==> src/hdl/aldc_pkg.sv <==
// Package with the shared types, constants and preset tables of the dimming controller.
`timescale 1ns / 1ps

package aldc_pkg;

    localparam int CNT_W      = 16;
    localparam int TIMER_W    = 32;
    localparam int LEVEL_W    = 7;
    localparam int BAND_W     = 7;
    localparam int FADE_W     = 10;
    localparam int PDIFF_W    = 10;
    localparam int DIV_DVD_W  = 32;
    localparam int DIV_DVR_W  = 10;
    localparam int CFG_ADDR_W = 5;
    localparam int CFG_DATA_W = 32;

    localparam logic [CNT_W-1:0]   COUNT_OVERFLOW = 16'hFFFF;
    localparam logic [CNT_W-1:0]   TIMER_SAT      = 16'hFFFF;
    localparam logic [LEVEL_W-1:0] LEVEL_MAX      = 7'd100;

    localparam logic [2:0] REG_ENABLED     = 3'd0;
    localparam logic [2:0] REG_PRESET      = 3'd1;
    localparam logic [2:0] REG_STABLE_BAND = 3'd2;
    localparam logic [2:0] REG_SETTLE      = 3'd3;
    localparam logic [2:0] REG_FADE        = 3'd4;
    localparam logic [2:0] REG_SAMPLE      = 3'd5;

    localparam logic [1:0] PRESET_OFF    = 2'd0;
    localparam logic [1:0] PRESET_LOW    = 2'd1;
    localparam logic [1:0] PRESET_MEDIUM = 2'd2;
    localparam logic [1:0] PRESET_HIGH   = 2'd3;

    typedef struct packed {
        logic        enabled;
        logic [1:0]  preset;
        logic [6:0]  stable_band;
        logic [15:0] settle_delay_ms;
        logic [9:0]  fade_interval_ms;
        logic [15:0] sample_period_ms;
    } cfg_t;

    typedef struct packed {
        logic busy;
        logic done;
    } div_stat_t;

    typedef enum logic [2:0] {
        ST_IDLE,
        ST_EVAL,
        ST_MUL,
        ST_DIVQ,
        ST_BAND,
        ST_FADE,
        ST_DIVR,
        ST_DONE
    } state_t;

    function automatic logic [9:0] preset_thr(input logic [1:0] p);
        logic [9:0] r;
        unique case (p)
            PRESET_LOW:    r = 10'd150;
            PRESET_MEDIUM: r = 10'd300;
            PRESET_HIGH:   r = 10'd600;
            default:       r = 10'd0;
        endcase
        return r;
    endfunction

    function automatic logic [9:0] preset_min(input logic [1:0] p);
        logic [9:0] r;
        unique case (p)
            PRESET_LOW:    r = 10'd15;
            PRESET_MEDIUM: r = 10'd15;
            PRESET_HIGH:   r = 10'd30;
            default:       r = 10'd0;
        endcase
        return r;
    endfunction

    function automatic logic [6:0] preset_max(input logic [1:0] p);
        logic [6:0] r;
        unique case (p)
            PRESET_LOW:    r = 7'd60;
            PRESET_MEDIUM: r = 7'd80;
            PRESET_HIGH:   r = 7'd95;
            default:       r = 7'd0;
        endcase
        return r;
    endfunction

    // Span from the minimum to the threshold, the divisor of the linear map.
    function automatic logic [9:0] preset_span(input logic [1:0] p);
        logic [9:0] r;
        unique case (p)
            PRESET_LOW:    r = 10'd135;
            PRESET_MEDIUM: r = 10'd285;
            PRESET_HIGH:   r = 10'd570;
            default:       r = 10'd1;
        endcase
        return r;
    endfunction

endpackage

==> src/hdl/aldc_div.sv <==
// Shared restoring divider that produces one quotient bit per cycle.
`timescale 1ns / 1ps

module aldc_div #(
    parameter int DVD_W = aldc_pkg::DIV_DVD_W,
    parameter int DVR_W = aldc_pkg::DIV_DVR_W,
    parameter int NB_W  = $clog2(DVD_W + 1)
) (
    input  logic                 aclk,
    input  logic                 aresetn,
    input  logic                 start,
    input  logic [DVD_W-1:0]     dividend,
    input  logic [DVR_W-1:0]     divisor,
    input  logic [NB_W-1:0]      nbits,
    output logic [DVD_W-1:0]     quotient,
    output logic [DVR_W-1:0]     remainder,
    output aldc_pkg::div_stat_t  status
);

    logic [DVD_W-1:0] dvd_reg, dvd_next;
    logic [DVR_W-1:0] rem_reg, rem_next;
    logic [DVR_W-1:0] dvr_reg, dvr_next;
    logic [NB_W-1:0]  cnt_reg, cnt_next;
    logic             busy_reg, busy_next;
    logic             done_reg, done_next;
    logic [DVR_W:0]   partial;
    logic             fits;

    assign partial = {rem_reg, dvd_reg[DVD_W-1]};
    assign fits    = partial >= {1'b0, dvr_reg};

    always_comb begin
        dvd_next  = dvd_reg;
        rem_next  = rem_reg;
        dvr_next  = dvr_reg;
        cnt_next  = cnt_reg;
        busy_next = busy_reg;
        done_next = 1'b0;
        if (start) begin
            dvd_next  = dividend;
            rem_next  = '0;
            dvr_next  = divisor;
            cnt_next  = nbits;
            busy_next = 1'b1;
        end else if (busy_reg) begin
            dvd_next = {dvd_reg[DVD_W-2:0], fits};
            rem_next = fits ? DVR_W'(partial - {1'b0, dvr_reg}) : partial[DVR_W-1:0];
            cnt_next = cnt_reg - NB_W'(1);
            if (cnt_reg <= NB_W'(1)) begin
                busy_next = 1'b0;
                done_next = 1'b1;
            end
        end
    end

    always_ff @(posedge aclk) begin
        if (!aresetn) begin
            busy_reg <= 1'b0;
            done_reg <= 1'b0;
            cnt_reg  <= '0;
        end else begin
            busy_reg <= busy_next;
            done_reg <= done_next;
            cnt_reg  <= cnt_next;
        end
        dvd_reg <= dvd_next;
        rem_reg <= rem_next;
        dvr_reg <= dvr_next;
    end

    assign quotient    = dvd_reg;
    assign remainder   = rem_reg;
    assign status.busy = busy_reg;
    assign status.done = done_reg;

endmodule

==> src/hdl/aldc_cfg.sv <==
// Configuration register file behind the APB-style port.
`timescale 1ns / 1ps

module aldc_cfg (
    input  logic                              aclk,
    input  logic                              aresetn,
    input  logic                              psel,
    input  logic                              penable,
    input  logic                              pwrite,
    input  logic [aldc_pkg::CFG_ADDR_W-1:0]   paddr,
    input  logic [aldc_pkg::CFG_DATA_W-1:0]   pwdata,
    output logic [aldc_pkg::CFG_DATA_W-1:0]   prdata,
    output logic                              pready,
    output aldc_pkg::cfg_t                    cfg,
    output logic                              reenable
);

    aldc_pkg::cfg_t cfg_reg, cfg_next;
    logic           wr_en;
    logic [2:0]     idx;

    assign idx   = paddr[4:2];
    assign wr_en = psel && penable && pwrite;

    always_comb begin
        cfg_next = cfg_reg;
        reenable = 1'b0;
        if (wr_en) begin
            unique case (idx)
                aldc_pkg::REG_ENABLED: begin
                    cfg_next.enabled = pwdata[0];
                    reenable = !cfg_reg.enabled && pwdata[0];
                end
                aldc_pkg::REG_PRESET:      cfg_next.preset = pwdata[1:0];
                aldc_pkg::REG_STABLE_BAND: cfg_next.stable_band = pwdata[6:0];
                aldc_pkg::REG_SETTLE:      cfg_next.settle_delay_ms = pwdata[15:0];
                aldc_pkg::REG_FADE:        cfg_next.fade_interval_ms = pwdata[9:0];
                aldc_pkg::REG_SAMPLE:      cfg_next.sample_period_ms = pwdata[15:0];
                default: ;
            endcase
        end
    end

    always_comb begin
        unique case (idx)
            aldc_pkg::REG_ENABLED:     prdata = 32'(cfg_reg.enabled);
            aldc_pkg::REG_PRESET:      prdata = 32'(cfg_reg.preset);
            aldc_pkg::REG_STABLE_BAND: prdata = 32'(cfg_reg.stable_band);
            aldc_pkg::REG_SETTLE:      prdata = 32'(cfg_reg.settle_delay_ms);
            aldc_pkg::REG_FADE:        prdata = 32'(cfg_reg.fade_interval_ms);
            aldc_pkg::REG_SAMPLE:      prdata = 32'(cfg_reg.sample_period_ms);
            default:                   prdata = '0;
        endcase
    end

    always_ff @(posedge aclk) begin
        if (!aresetn) begin
            cfg_reg.enabled          <= 1'b1;
            cfg_reg.preset           <= aldc_pkg::PRESET_OFF;
            cfg_reg.stable_band      <= 7'd5;
            cfg_reg.settle_delay_ms  <= 16'd2000;
            cfg_reg.fade_interval_ms <= 10'd10;
            cfg_reg.sample_period_ms <= 16'd500;
        end else begin
            cfg_reg <= cfg_next;
        end
    end

    assign cfg    = cfg_reg;
    assign pready = 1'b1;

endmodule

==> src/hdl/ambient_light_dimming_controller_top.sv <==
// Top level of the ambient light dimming controller with its tick sequencer.
`timescale 1ns / 1ps

// Each input beat is one millisecond tick with the two sensor channel counts, and each tick
// yields exactly one output beat with the current and target dimming and a change flag.
// The block handles one tick at a time and is not ready while it works. A disabled tick goes
// straight to the output step. An enabled tick evaluates the level once the sample period is
// reached, ending at zero or running the linear map through a division, and then checks the
// band; every enabled tick then runs the fade check, which divides the time since the last
// target change by the fade interval once the settle delay has passed. The shared
// one-bit-per-cycle divider runs 16 steps for the linear map and 32 steps for the fade
// interval check. The last step of a tick also waits while the previous beat still sits
// unaccepted in the output register. Configuration is written through the APB-style port.

module ambient_light_dimming_controller_top (
    input  logic        aclk,
    input  logic        aresetn,
    input  logic        s_tvalid,
    output logic        s_tready,
    input  logic [31:0] s_tdata,   // visible_ir_count[15:0], infrared_count[31:16]
    output logic        m_tvalid,
    input  logic        m_tready,
    output logic [15:0] m_tdata,   // current_dimming[6:0], target_dimming[13:7],
                                   // dimming_changed[14], zero[15]
    input  logic        psel,
    input  logic        penable,
    input  logic        pwrite,
    input  logic [4:0]  paddr,
    input  logic [31:0] pwdata,
    output logic [31:0] prdata,
    output logic        pready
);

    localparam int DVD_W = aldc_pkg::DIV_DVD_W;
    localparam int DVR_W = aldc_pkg::DIV_DVR_W;
    localparam int NB_W  = $clog2(DVD_W + 1);

    aldc_pkg::cfg_t      cfg;
    aldc_pkg::div_stat_t div_stat;
    logic                reenable;

    aldc_pkg::state_t state_reg, state_next;
    logic [15:0] sample_timer_reg, sample_timer_next;
    logic [31:0] since_reg, since_next;
    logic [6:0]  target_reg, target_next;
    logic [6:0]  current_reg, current_next;
    logic [15:0] vis_reg, vis_next;
    logic [15:0] ir_reg, ir_next;
    logic [9:0]  pdiff_reg, pdiff_next;
    logic [6:0]  dim_reg, dim_next;
    logic        changed_reg, changed_next;
    logic        m_tvalid_reg, m_tvalid_next;
    logic [15:0] m_tdata_reg, m_tdata_next;

    logic             div_start;
    logic [DVD_W-1:0] div_dividend;
    logic [DVR_W-1:0] div_divisor;
    logic [NB_W-1:0]  div_nbits;
    logic [DVD_W-1:0] div_quot;
    logic [DVR_W-1:0] div_rem;

    logic [15:0] perceived;
    logic [15:0] p_floor;
    logic [9:0]  thr, pmin, span;
    logic [6:0]  pmax;
    logic [16:0] product;
    logic [6:0]  band_lo;
    logic [7:0]  band_hi_raw;
    logic [7:0]  band_hi;
    logic [9:0]  interval;

    aldc_cfg u_cfg (
        .aclk     (aclk),
        .aresetn  (aresetn),
        .psel     (psel),
        .penable  (penable),
        .pwrite   (pwrite),
        .paddr    (paddr),
        .pwdata   (pwdata),
        .prdata   (prdata),
        .pready   (pready),
        .cfg      (cfg),
        .reenable (reenable)
    );

    aldc_div #(
        .DVD_W (DVD_W),
        .DVR_W (DVR_W),
        .NB_W  (NB_W)
    ) u_div (
        .aclk      (aclk),
        .aresetn   (aresetn),
        .start     (div_start),
        .dividend  (div_dividend),
        .divisor   (div_divisor),
        .nbits     (div_nbits),
        .quotient  (div_quot),
        .remainder (div_rem),
        .status    (div_stat)
    );

    assign thr  = aldc_pkg::preset_thr(cfg.preset);
    assign pmin = aldc_pkg::preset_min(cfg.preset);
    assign pmax = aldc_pkg::preset_max(cfg.preset);
    assign span = aldc_pkg::preset_span(cfg.preset);

    assign perceived = (vis_reg > ir_reg) ? vis_reg - ir_reg : 16'd0;
    assign p_floor   = (perceived < 16'(pmin)) ? 16'(pmin) : perceived;
    assign product   = 17'(pdiff_reg) * 17'(pmax);

    assign band_lo     = (dim_reg < cfg.stable_band) ? 7'd0 : dim_reg - cfg.stable_band;
    assign band_hi_raw = 8'(dim_reg) + 8'(cfg.stable_band);
    assign band_hi     = (band_hi_raw > 8'(aldc_pkg::LEVEL_MAX)) ?
                         8'(aldc_pkg::LEVEL_MAX) : band_hi_raw;
    assign interval    = (cfg.fade_interval_ms == 10'd0) ? 10'd1 : cfg.fade_interval_ms;

    always_comb begin
        state_next        = state_reg;
        sample_timer_next = sample_timer_reg;
        since_next        = since_reg;
        target_next       = target_reg;
        current_next      = current_reg;
        vis_next          = vis_reg;
        ir_next           = ir_reg;
        pdiff_next        = pdiff_reg;
        dim_next          = dim_reg;
        changed_next      = changed_reg;
        m_tvalid_next     = m_tvalid_reg;
        m_tdata_next      = m_tdata_reg;
        div_start         = 1'b0;
        div_dividend      = '0;
        div_divisor       = '0;
        div_nbits         = '0;
        s_tready          = 1'b0;

        if (m_tvalid_reg && m_tready) begin
            m_tvalid_next = 1'b0;
        end

        unique case (state_reg)
            aldc_pkg::ST_IDLE: begin
                s_tready = 1'b1;
                if (s_tvalid) begin
                    changed_next = 1'b0;
                    if (cfg.enabled) begin
                        vis_next = s_tdata[15:0];
                        ir_next  = s_tdata[31:16];
                        if (sample_timer_reg < aldc_pkg::TIMER_SAT) begin
                            sample_timer_next = sample_timer_reg + 16'd1;
                        end
                        since_next = since_reg + 32'd1;
                        state_next = aldc_pkg::ST_EVAL;
                    end else begin
                        state_next = aldc_pkg::ST_DONE;
                    end
                end
            end
            aldc_pkg::ST_EVAL: begin
                if (sample_timer_reg >= cfg.sample_period_ms) begin
                    if (vis_reg == aldc_pkg::COUNT_OVERFLOW ||
                        ir_reg == aldc_pkg::COUNT_OVERFLOW ||
                        cfg.preset == aldc_pkg::PRESET_OFF ||
                        p_floor >= 16'(thr)) begin
                        dim_next   = 7'd0;
                        state_next = aldc_pkg::ST_BAND;
                    end else begin
                        pdiff_next = 10'(p_floor - 16'(pmin));
                        state_next = aldc_pkg::ST_MUL;
                    end
                end else begin
                    state_next = aldc_pkg::ST_FADE;
                end
            end
            aldc_pkg::ST_MUL: begin
                div_start    = 1'b1;
                div_dividend = DVD_W'({product[15:0], 16'd0});
                div_divisor  = DVR_W'(span);
                div_nbits    = NB_W'(16);
                state_next   = aldc_pkg::ST_DIVQ;
            end
            aldc_pkg::ST_DIVQ: begin
                if (div_stat.done) begin
                    dim_next   = pmax - div_quot[6:0];
                    state_next = aldc_pkg::ST_BAND;
                end
            end
            aldc_pkg::ST_BAND: begin
                sample_timer_next = 16'd0;
                if (target_reg < band_lo || 8'(target_reg) > band_hi) begin
                    target_next = dim_reg;
                    since_next  = 32'd0;
                end
                state_next = aldc_pkg::ST_FADE;
            end
            aldc_pkg::ST_FADE: begin
                if (since_reg > 32'(cfg.settle_delay_ms)) begin
                    div_start    = 1'b1;
                    div_dividend = DVD_W'(since_reg);
                    div_divisor  = DVR_W'(interval);
                    div_nbits    = NB_W'(DVD_W);
                    state_next   = aldc_pkg::ST_DIVR;
                end else begin
                    state_next = aldc_pkg::ST_DONE;
                end
            end
            aldc_pkg::ST_DIVR: begin
                if (div_stat.done) begin
                    if (div_rem == '0) begin
                        if (target_reg > current_reg) begin
                            current_next = current_reg + 7'd1;
                            changed_next = 1'b1;
                        end else if (target_reg < current_reg) begin
                            current_next = current_reg - 7'd1;
                            changed_next = 1'b1;
                        end
                    end
                    state_next = aldc_pkg::ST_DONE;
                end
            end
            aldc_pkg::ST_DONE: begin
                if (!m_tvalid_reg || m_tready) begin
                    m_tvalid_next = 1'b1;
                    m_tdata_next  = {1'b0, changed_reg, target_reg, current_reg};
                    state_next    = aldc_pkg::ST_IDLE;
                end
            end
            default: state_next = aldc_pkg::ST_IDLE;
        endcase

        if (reenable) begin
            sample_timer_next = 16'd0;
            since_next        = 32'd0;
        end
    end

    always_ff @(posedge aclk) begin
        if (!aresetn) begin
            state_reg        <= aldc_pkg::ST_IDLE;
            sample_timer_reg <= '0;
            since_reg        <= '0;
            target_reg       <= '0;
            current_reg      <= '0;
            changed_reg      <= 1'b0;
            m_tvalid_reg     <= 1'b0;
        end else begin
            state_reg        <= state_next;
            sample_timer_reg <= sample_timer_next;
            since_reg        <= since_next;
            target_reg       <= target_next;
            current_reg      <= current_next;
            changed_reg      <= changed_next;
            m_tvalid_reg     <= m_tvalid_next;
        end
        vis_reg     <= vis_next;
        ir_reg      <= ir_next;
        pdiff_reg   <= pdiff_next;
        dim_reg     <= dim_next;
        m_tdata_reg <= m_tdata_next;
    end

    assign m_tvalid = m_tvalid_reg;
    assign m_tdata  = m_tdata_reg;

    a_level_range: assert property (@(posedge aclk) disable iff (!aresetn)
        current_reg <= aldc_pkg::LEVEL_MAX && target_reg <= aldc_pkg::LEVEL_MAX)
        else $error("Dimming level left the percent range.");

    a_step_size: assert property (@(posedge aclk) disable iff (!aresetn)
        current_reg != $past(current_reg) |->
        (current_reg == $past(current_reg) + 7'd1 || current_reg == $past(current_reg) - 7'd1))
        else $error("Current dimming moved by more than one percent.");

    a_div_wait: assert property (@(posedge aclk) disable iff (!aresetn)
        (state_reg == aldc_pkg::ST_DIVQ || state_reg == aldc_pkg::ST_DIVR) |->
        (div_stat.busy || div_stat.done))
        else $error("Sequencer waits on an idle divider.");

    a_start_idle: assert property (@(posedge aclk) disable iff (!aresetn)
        div_start |-> !div_stat.busy)
        else $error("Divider restarted while busy.");

    a_ready_idle: assert property (@(posedge aclk) disable iff (!aresetn)
        s_tready |-> !div_stat.busy)
        else $error("New beat accepted while the divider is working.");

endmodule

==> config.mk <==
export PLATFORM = sky130hd
export DESIGN_NAME = ambient_light_dimming_controller_top
export DESIGN_NICKNAME = d
export VERILOG_FILES = /design/src/hdl/aldc_pkg.sv /design/src/hdl/aldc_div.sv /design/src/hdl/aldc_cfg.sv /design/src/hdl/ambient_light_dimming_controller_top.sv
export SDC_FILE = /design/constraint.sdc
export NUM_CORES = 1
export LEC_CHECK = 0
export BUFFER_PORTS_ARGS = -buffer_cell sky130_fd_sc_hd__buf_2
export CORE_ASPECT_RATIO = 0.6
export CORE_UTILIZATION = 50
export DETAILED_ROUTE_END_ITERATION = 10
export HOLD_SLACK_MARGIN = 0.12
export PLACE_DENSITY = 0.71
export SETUP_SLACK_MARGIN = 0.4
export SYNTH_ARGS = -nofsm -noshare
export SYNTH_HDL_FRONTEND = slang
export SYNTH_SLANG_ARGS = --single-unit
export TNS_END_PERCENT = 100
==> constraint.sdc <==
create_clock -name aclk -period 5.55 [get_ports aclk]
set_input_delay 0.555 -clock aclk [delete_from_list [all_inputs] [get_ports aclk]]
set_output_delay 0.555 -clock aclk [all_outputs]
set_load 0.005 [all_outputs]
==> results of run 1 <==
## how the worst max path moves through the flow
stage | endpoint | slack [ns] | from
final | pdiff_reg[0] | 0.03 | vis_reg[0]
after global routing | pdiff_reg[0] | -0.24 | ir_reg[0]
after CTS | pdiff_reg[9] | 0.08 | vis_reg[0]
after detailed placement | pdiff_reg[0] | -0.25 | vis_reg[0]
after global placement | pdiff_reg[2] | -0.13 | vis_reg[0]
after floorplan | pdiff_reg[0] | 0.01 | vis_reg[0]
## logic make-up after synthesis
| logic type | share of synthesized area |
|---|---|
| compound gates | 0.151 |
| xor+xnor | 0.0346 |
| fa+ha+maj | 0.171 |
| buf+inv | 0.0665 |
| flops | 0.345 |
| mux | 0.0395 |
| other cells | 0.000437 |
| simple gates | 0.192 |
## layer usage
| metal | global-route usage | vias up | part of all wire |
|---|---|---|---|
| li1 | - | 7101 | - |
| met1 | 0.404 | 6960 | 0.48 |
| met2 | 0.371 | 594 | 0.42 |
| met3 | 0.0446 | 48 | 0.086 |
| met4 | 0.0358 | 0 | 0.012 |
| met5 | 0 | - | 0 |
## layout make-up
class	count	area [µm²]
Timing Repair Buffer	221	1560
Inverter	187	704
Clock inverter	17	195
Tap cell	459	574
Sequential cell	243	5930
Clock buffer	27	664
Multi-Input combinational cell	1429	10600
Fill cell	2837	13600
## worst max-delay path: cells and delay by family, from the launching register on
family / cells / cell delay (ns)
compound gates: 12 / 1.66
simple gates: 7 / 1.42
fa+ha+maj: 4 / 0.97
buf+inv: 4 / 0.45
flops: 1 / 0.39
mux: 1 / 0.34
## synth_stat cells (7+ instances only)
cell type	number	area share
clkbuf_1	59	0.013
or4_1	9	0.0039
buf_4	18	0.0079
nor2_1	127	0.028
nand3b_1	20	0.0087
mux2i_1	60	0.035
o21bai_1	10	0.0044
nand2b_1	25	0.0091
a21oi_1	79	0.023
and2_1	16	0.0058
a221o_1	11	0.0064
ha_1	163	0.12
buf_2	14	0.0041
inv_1	187	0.041
o211ai_1	17	0.0074
a31oi_1	7	0.0025
nor3_1	44	0.013
xor2_1	29	0.015
o21ai_0	78	0.023
and3_1	22	0.0080
a22oi_1	10	0.0044
o22ai_1	10	0.0036
a211oi_1	17	0.0074
or3_1	20	0.0073
nor2b_1	45	0.016
a21boi_0	39	0.017
dfxtp_1	137	0.16
nor4_1	14	0.0051
a211o_1	7	0.0036
nand2_1	241	0.053
xnor2_1	39	0.020
nand4_1	31	0.011
and4_1	7	0.0036
a21o_1	26	0.011
edfxtp_1	106	0.19
nand3_1	56	0.016
o21a_1	11	0.0048
o31ai_1	15	0.0065
fa_1	45	0.052
## power breakdown
group | leakage, nW | total (W) | switching (W) | internal (W)
clock | 0.422 | 0.00180 | 0.000753 | 0.00105
combinational | 6.18 | 0.00355 | 0.00189 | 0.00166
sequential | 2.09 | 0.00241 | 0.000199 | 0.00221
total | 8.70 | 0.00777 | 0.00284 | 0.00493
## stage by stage
step	std cells	util	worst slack, ns	setup TNS, ns	cell area, µm²
after global placement	2480	0.548	-0.130	-1.96	18500
final	2583	0.598	0.0330	0	20200
after floorplan	1952	-	0.0114	0	17300
after global routing	2583	0.598	-0.244	-3.94	20200
after detailed placement	2480	0.548	-0.253	-4.39	18500
after CTS	2571	0.588	0.0800	0	19900
## timing repair
| item | CTS | global route |
|---|---|---|
| pin swaps | 26 | 36 |
| endpoints found under the hold margin | 0 | 0 |
| gates cloned | 0 | 1 |
| buffers inserted | 47 | 11 |
| resized for setup | 44 | 54 |
| setup endpoints to repair | 30 | 33 |
==> results summary, run 1 <==
The iteration count of the initial detailed-routing pass came out at 6. The required time of the worst setup path is 5.81 ns. Counting flops with an async set or reset pin after synthesis yields a share of 0. The chip width came out at 241 µm. The layout overhead on the synthesized area is 17.5%.

The path type of the worst min-delay path is primary input to register. The final hold violation count came out at 0. The number of global-route vias before repair is 13.6k. The final setup skew is 0.0101 ns. After detailed routing, the average wire length per cell comes to 17.9 µm. Across the VDD grid, the largest voltage drop is 0.329 mV. For this design the ratio of total power to cell area is 385 mW/mm². The number of antenna cells inserted came out at 0. For this block, the via count after detailed routing is 14.7k. Counting instances, the worst hold path has a depth of 1. The first routing iteration left 1564 violations. Along the worst path, the maximum fanout reaches 5. Of the cells placed in the final design, the portion with a size suffix greater than 1 is 0.166. The final RePlAce weighted congestion came out at 0.895. The number of placed I/O pins is 127. The power after layout came out at 0.00777 W. TritonCTS built the clock tree.

The wire length of the first global-routing pass came out at 72.2 mm. For the pin with the worst max-slew slack, the measured transition is 1.16 ns. The worst hold slack across all endpoints came out at 0.187 ns.

During synthesis, Yosys emitted a total of 0 warnings. The cell at the root of the clock tree is clkbuf_16. The flow ran to the end, and the final reports show no timing, DRC or antenna violations.

The clock transition at the registers of the reported paths came out at 0.07 ns. The initial antenna violation count was 0. The die area came out at 0.0352 mm². The via density per instance came out at 5.69.

Buffers inserted to repair hold after CTS numbered 0. The half-perimeter wire length after placement came out at 34.1 mm. The final critical-path required period is 5.52 ns.

The maximum operating frequency is 181 MHz. The leakage dissipation came out at 8.70 nW. The beginning of the worst hold path is s_tdata[18]. The synthesis-stage register bit count is 243.

The worst setup path is launched from a register. After detailed routing, the number of remaining DRC violations is 0. The number of port buffers is 90. The total setup violations reported at the end of the flow is 0.

The largest stage delay on the critical path is 0.39 ns. Max-cap violations in this run came to 0. After floorplanning, the core was divided into 52 placement rows. The worst register-to-register path begins at vis_reg[0]. The height of the die is 146 µm.

The number of nets at the end of the flow came out at 2390. The combined global-route utilization of all metal layers is 0.257. The worst slew margin relative to its limit came out at 0.220.

The synthesized design contains 106 enable-type register cells. The endpoint identified for the worst register-to-register timing path is pdiff_reg[0]. The core region is 0.0338 mm². Setup repair after global routing could not meet its margin everywhere. The maximum clock insertion buffer count is 3.

In the synthesized netlist, the number of instances is 1936. The clock sink count is 243. The kind of critical path is register to register. The max-slew violation total from the final report came out at 0.

For this run, the register share of the synthesized area comes to 0.345. The total overflow left after global routing is 0. The primary flip-flop cell chosen by synthesis mapping is dfxtp_1.

The number of cells on the worst reg-to-reg path is 28. The category of the worst setup path capture point is a register. Wires add up to 46.2 mm. The final clock period utilization by the worst path is 0.994. The antenna violation net count after detailed routing came out at 0. Buffers inserted during clock tree synthesis total 24.

In the layout the commonest cells are nand2_1, inv_1, ha_1. The worst path arrival time is 5.78 ns. Among all stages on the critical path, the largest delay is contributed by edfxtp_1. The initial utilization of the core area, before any placement, comes to 0.509. The register with the most flip-flops in the layout has 52 of them. For the worst-skew pair, the clock arrives at the later sink with an insertion delay of 0.54 ns. The path with the worst hold slack has its endpoint at ir_reg[2]. The number of H-tree branching levels came out at 1. The number of different library cells used by synthesis comes to 75. The area of the mapped netlist came out at 0.0172 mm².

Entering global routing, the biggest net connects 81 pins. The average instance in the mapped netlist occupies 8.88 µm². The leading cell type in the layout, fill and taps excluded is nand2_1. The slack of the worst reg-to-reg path is 0.03 ns.
Power figures use the tool's default switching activity.
==> run 2, diff against run 1 <==
--- a/config.mk
+++ b/config.mk
@@ -8,9 +8,11 @@
 export BUFFER_PORTS_ARGS = -buffer_cell sky130_fd_sc_hd__buf_2
 export CORE_ASPECT_RATIO = 0.6
 export CORE_UTILIZATION = 50
+export CTS_CLUSTER_DIAMETER = 50
 export DETAILED_ROUTE_END_ITERATION = 10
 export HOLD_SLACK_MARGIN = 0.12
 export PLACE_DENSITY = 0.71
+export REMOVE_ABC_BUFFERS = 1
 export SETUP_SLACK_MARGIN = 0.4
 export SYNTH_ARGS = -nofsm -noshare
 export SYNTH_HDL_FRONTEND = slang
==> run 2 against run 1 <==
The run now ends with setup timing left. Flip-flop and latch count unchanged. Sequential power is essentially flat. Clock skew grew 0.0085 ns. Utilization is 1.7 points higher. Clock-buffer cell count increased by 9. Non-clock buffer count rose by 42. Sequential share of layout area fell by 0.81 points. Total power rose by 6.4%. Global-route usage grew 0.65 points. Setup slack got worse by 0.11 ns. Clock power hardly changed. Hold slack worse by 0.016 ns. Largest power group unchanged.
==> results summary, run 2 (synthesized netlist as in run 1, its figures left out) <==
Outcome: finished, violations left (was complete, no violations). The final reports fail on setup timing. The areal power density over the cells came out at 398 mW/mm² (was 385 mW/mm²). The routed wire length per instance came out at 18.3 µm (was 17.9 µm). The critical-path cell with the highest stage delay is edfxtp_1 (unchanged). The max-slew violation total from the final report came out at 0 (unchanged). The number of nets at the end of the flow came to 2433 (was 2390). The required time of the worst setup path was 5.82 ns (was 5.81 ns). The number of placed I/O pins was 127 (unchanged).

The power share of the sequential group came to 0.291 (was 0.310). The initial core utilization is 0.509 (unchanged). The power after layout came to 0.00827 W (was 0.00777 W). The kind of critical path is register to register (unchanged). The met1 track demand over resource is 0.404 (about the same).

The leakage dissipation is 8.95 nW (was 8.70 nW). The via density per instance is 5.79 (was 5.69). The kind of start point of the critical path is a register (unchanged). The reg-to-reg startpoint is ir_reg[0] (was vis_reg[0]). The maximum clock insertion buffer count came out at 3 (unchanged). The TritonCTS clock tree is yes (unchanged). The die area is 0.0352 mm² (unchanged).

The row count was 52 (unchanged). The final hold violation count is 0 (unchanged). The combinational share of power is 0.493 (was 0.457). The layout overhead on the synthesized area was 20.9% (was 17.5%). The final clock period utilization by the worst path is 1.01 (was 0.994). The total wire length after detailed routing came out at 48.0 mm (was 46.2 mm).

The placed instance count came to 2515 (was 2480). The portion of total power attributed to the clock network is 0.215 (was 0.232). The largest stage delay on the critical path came out at 0.40 ns (was 0.39 ns). The post-route setup TNS is -1.29 ns (was 0 ns). The core outline area came out at 0.0338 mm² (unchanged). The internal power came out at 0.00521 W (was 0.00493 W). The clock insertion delay at the later pin of the skew report came out at 0.57 ns (was 0.54 ns). The DRC violations left came out at 0 (unchanged). The number of cells on the worst reg-to-reg path is 30 (was 28). The final setup skew came to 0.0186 ns (was 0.0101 ns). The end point of the critical path was pdiff_reg[0] (unchanged). The wire length of the first global-routing pass came out at 73.7 mm (was 72.2 mm). The cell at the root of the clock tree is clkbuf_16 (unchanged). The combined global-route utilization of all metal layers came to 0.263 (was 0.257). The timing startpoint of the critical path is ir_reg[0] (was vis_reg[0]).

The worst IR drop on VDD came to 0.387 mV (was 0.329 mV). The layout cell share with drive strength beyond 1 came out at 0.189 (was 0.166). The number of filler cells placed in the layout is 2789 (was 2837). The category of the worst setup path capture point is a register (unchanged). The post-place setup slack is -0.560 ns (was -0.253 ns).

The beginning of the worst hold path is s_tdata[9] (was s_tdata[18]). The violation count after the first detailed-route iteration came out at 1475 (was 1564). The maximum number of pins on one net before global-route repair is 81 (unchanged).

The global-route layer with the greatest usage is met1 (unchanged). The total congestion overflow came out at 0 (unchanged). The antenna violation net count after detailed routing came out at 0 (unchanged). The flip-flop count of the largest register after layout was 52 (unchanged).

The height of the die is 146 µm (unchanged). The final critical-path required period is 5.63 ns (was 5.52 ns). The slew at the pin closest to its max-slew limit is 1.26 ns (was 1.16 ns). The initial antenna violation count came out at 2 (was 0). The clock transition at the registers of the reported paths came out at 0.06 ns (was 0.07 ns).

The met2 usage in global routing came out at 0.386 (was 0.371). The iteration count of the initial detailed-routing pass came out at 6 (unchanged). The half-perimeter wire length after placement was 34.4 mm (was 34.1 mm). The slack of the worst reg-to-reg path is -0.08 ns (was 0.03 ns). The switching power as a share of total power is 0.370 (was 0.366). The chip width is 241 µm (unchanged). The maximum operating frequency is 178 MHz (was 181 MHz).

The leading cell type in the layout, fill and taps excluded was nand2_1 (unchanged). The number of CTS-inserted buffers came out at 25 (was 24). The path type of the worst min-delay path is primary input to register (unchanged). The final non-filler cell total came out at 2628 (was 2583). The number of global-route vias before repair is 14.0k (was 13.6k). The capture instance of the worst register-to-register path is pdiff_reg[0] (unchanged). Setup repair after global routing missed its margin: yes (unchanged). The worst hold slack across all endpoints is 0.171 ns (was 0.187 ns). The number of port buffers is 90 (unchanged). The largest fanout on the critical path was 5 (unchanged). The number of H-tree branching levels came to 1 (unchanged).

The total setup violations reported at the end of the flow is 19 (was 0). The count of maximum capacitance violations is 0 (unchanged). The post-route worst setup slack is -0.0771 ns (was 0.0330 ns). The worst slew margin relative to its limit is 0.150 (was 0.220). Most frequent cells in the layout: nand2_1, inv_1, ha_1 (unchanged). The clock sink count came out at 243 (unchanged). The total number of vias came out at 15.2k (was 14.7k). The worst path arrival time is 5.89 ns (was 5.78 ns). The routing usage on met3 is 0.0376 (was 0.0446). The final RePlAce weighted congestion came to 0.939 (was 0.895). The switching power is 0.00306 W (was 0.00284 W).
[run 2: what timing repair did]
item | 4_1_cts | 5_1_grt
pin swaps | 32 | 44
setup endpoints to repair | 30 | 33
gates cloned | 1 | 0
gates resized for setup | 59 | 114
setup buffers | 49 | 16
hold buffers | 0 | 0
endpoints found under the hold margin | 0 | 0
[run 2: per-layer routing]
layer | up-vias | part of all wire
met3 | 98 | 0.089
met1 | 7273 | 0.46
met4 | 0 | 0.024
met5 | - | 0
li1 | 7181 | -
met2 | 667 | 0.43
[run 2: per-stage QoR]
step | cell area [µm²] | util
after floorplan | 16800 | -
after global placement | 18700 | 0.553
after detailed placement | 18700 | 0.553
after CTS | 20100 | 0.596
after global routing | 20800 | 0.616
final | 20800 | 0.616
[run 2: how the worst min path moves through the flow]
stage                  end  slack [ns]  depth (start not counted)
2_1_floorplan  m_tdata[14]        0.41                          0
3_3_place_gp   m_tdata[14]        0.42                          0
3_5_place_dp   m_tdata[14]        0.43                          0
4_1_cts         ir_reg[11]        0.15                          1
5_1_grt         ir_reg[11]        0.15                          1
6_report        vis_reg[9]        0.17                          1
[run 2: final cells by class]
| class | count | area (µm²) | area share |
|---|---|---|---|
| Tap cell | 459 | 574 | 0.0276 |
| Inverter | 187 | 707 | 0.0340 |
| Antenna cell | 2 | 5.00 | 0.000241 |
| Multi-Input combinational cell | 1429 | 10800 | 0.517 |
| Clock inverter | 9 | 90.1 | 0.00433 |
| Clock buffer | 36 | 781 | 0.0376 |
| Sequential cell | 243 | 5930 | 0.285 |
| Timing Repair Buffer | 263 | 1940 | 0.0934 |
[run 2: worst max-delay path, delay by kind of cell (launching register included)]
kind | cells | cell delay (ns)
adder cells (fa/ha/maj) | 4 | 0.90
multiplexers | 1 | 0.35
AND/OR/NAND/NOR | 6 | 1.31
flip-flops | 1 | 0.40
buffers and inverters | 5 | 0.60
AO/OA/AOI/OAI | 14 | 1.79
[run 2: power by group through the flow]
stage	sequential (W)	clock (W)	combinational [W]
6_report	0.00241	0.00178	0.00408
3_3_place_gp	0.00244	0	0.00292
3_5_place_dp	0.00244	0	0.00299
5_1_grt	0.00244	0.00188	0.00439
4_1_cts	0.00240	0.00181	0.00346
2_1_floorplan	0.00238	0	0.00198
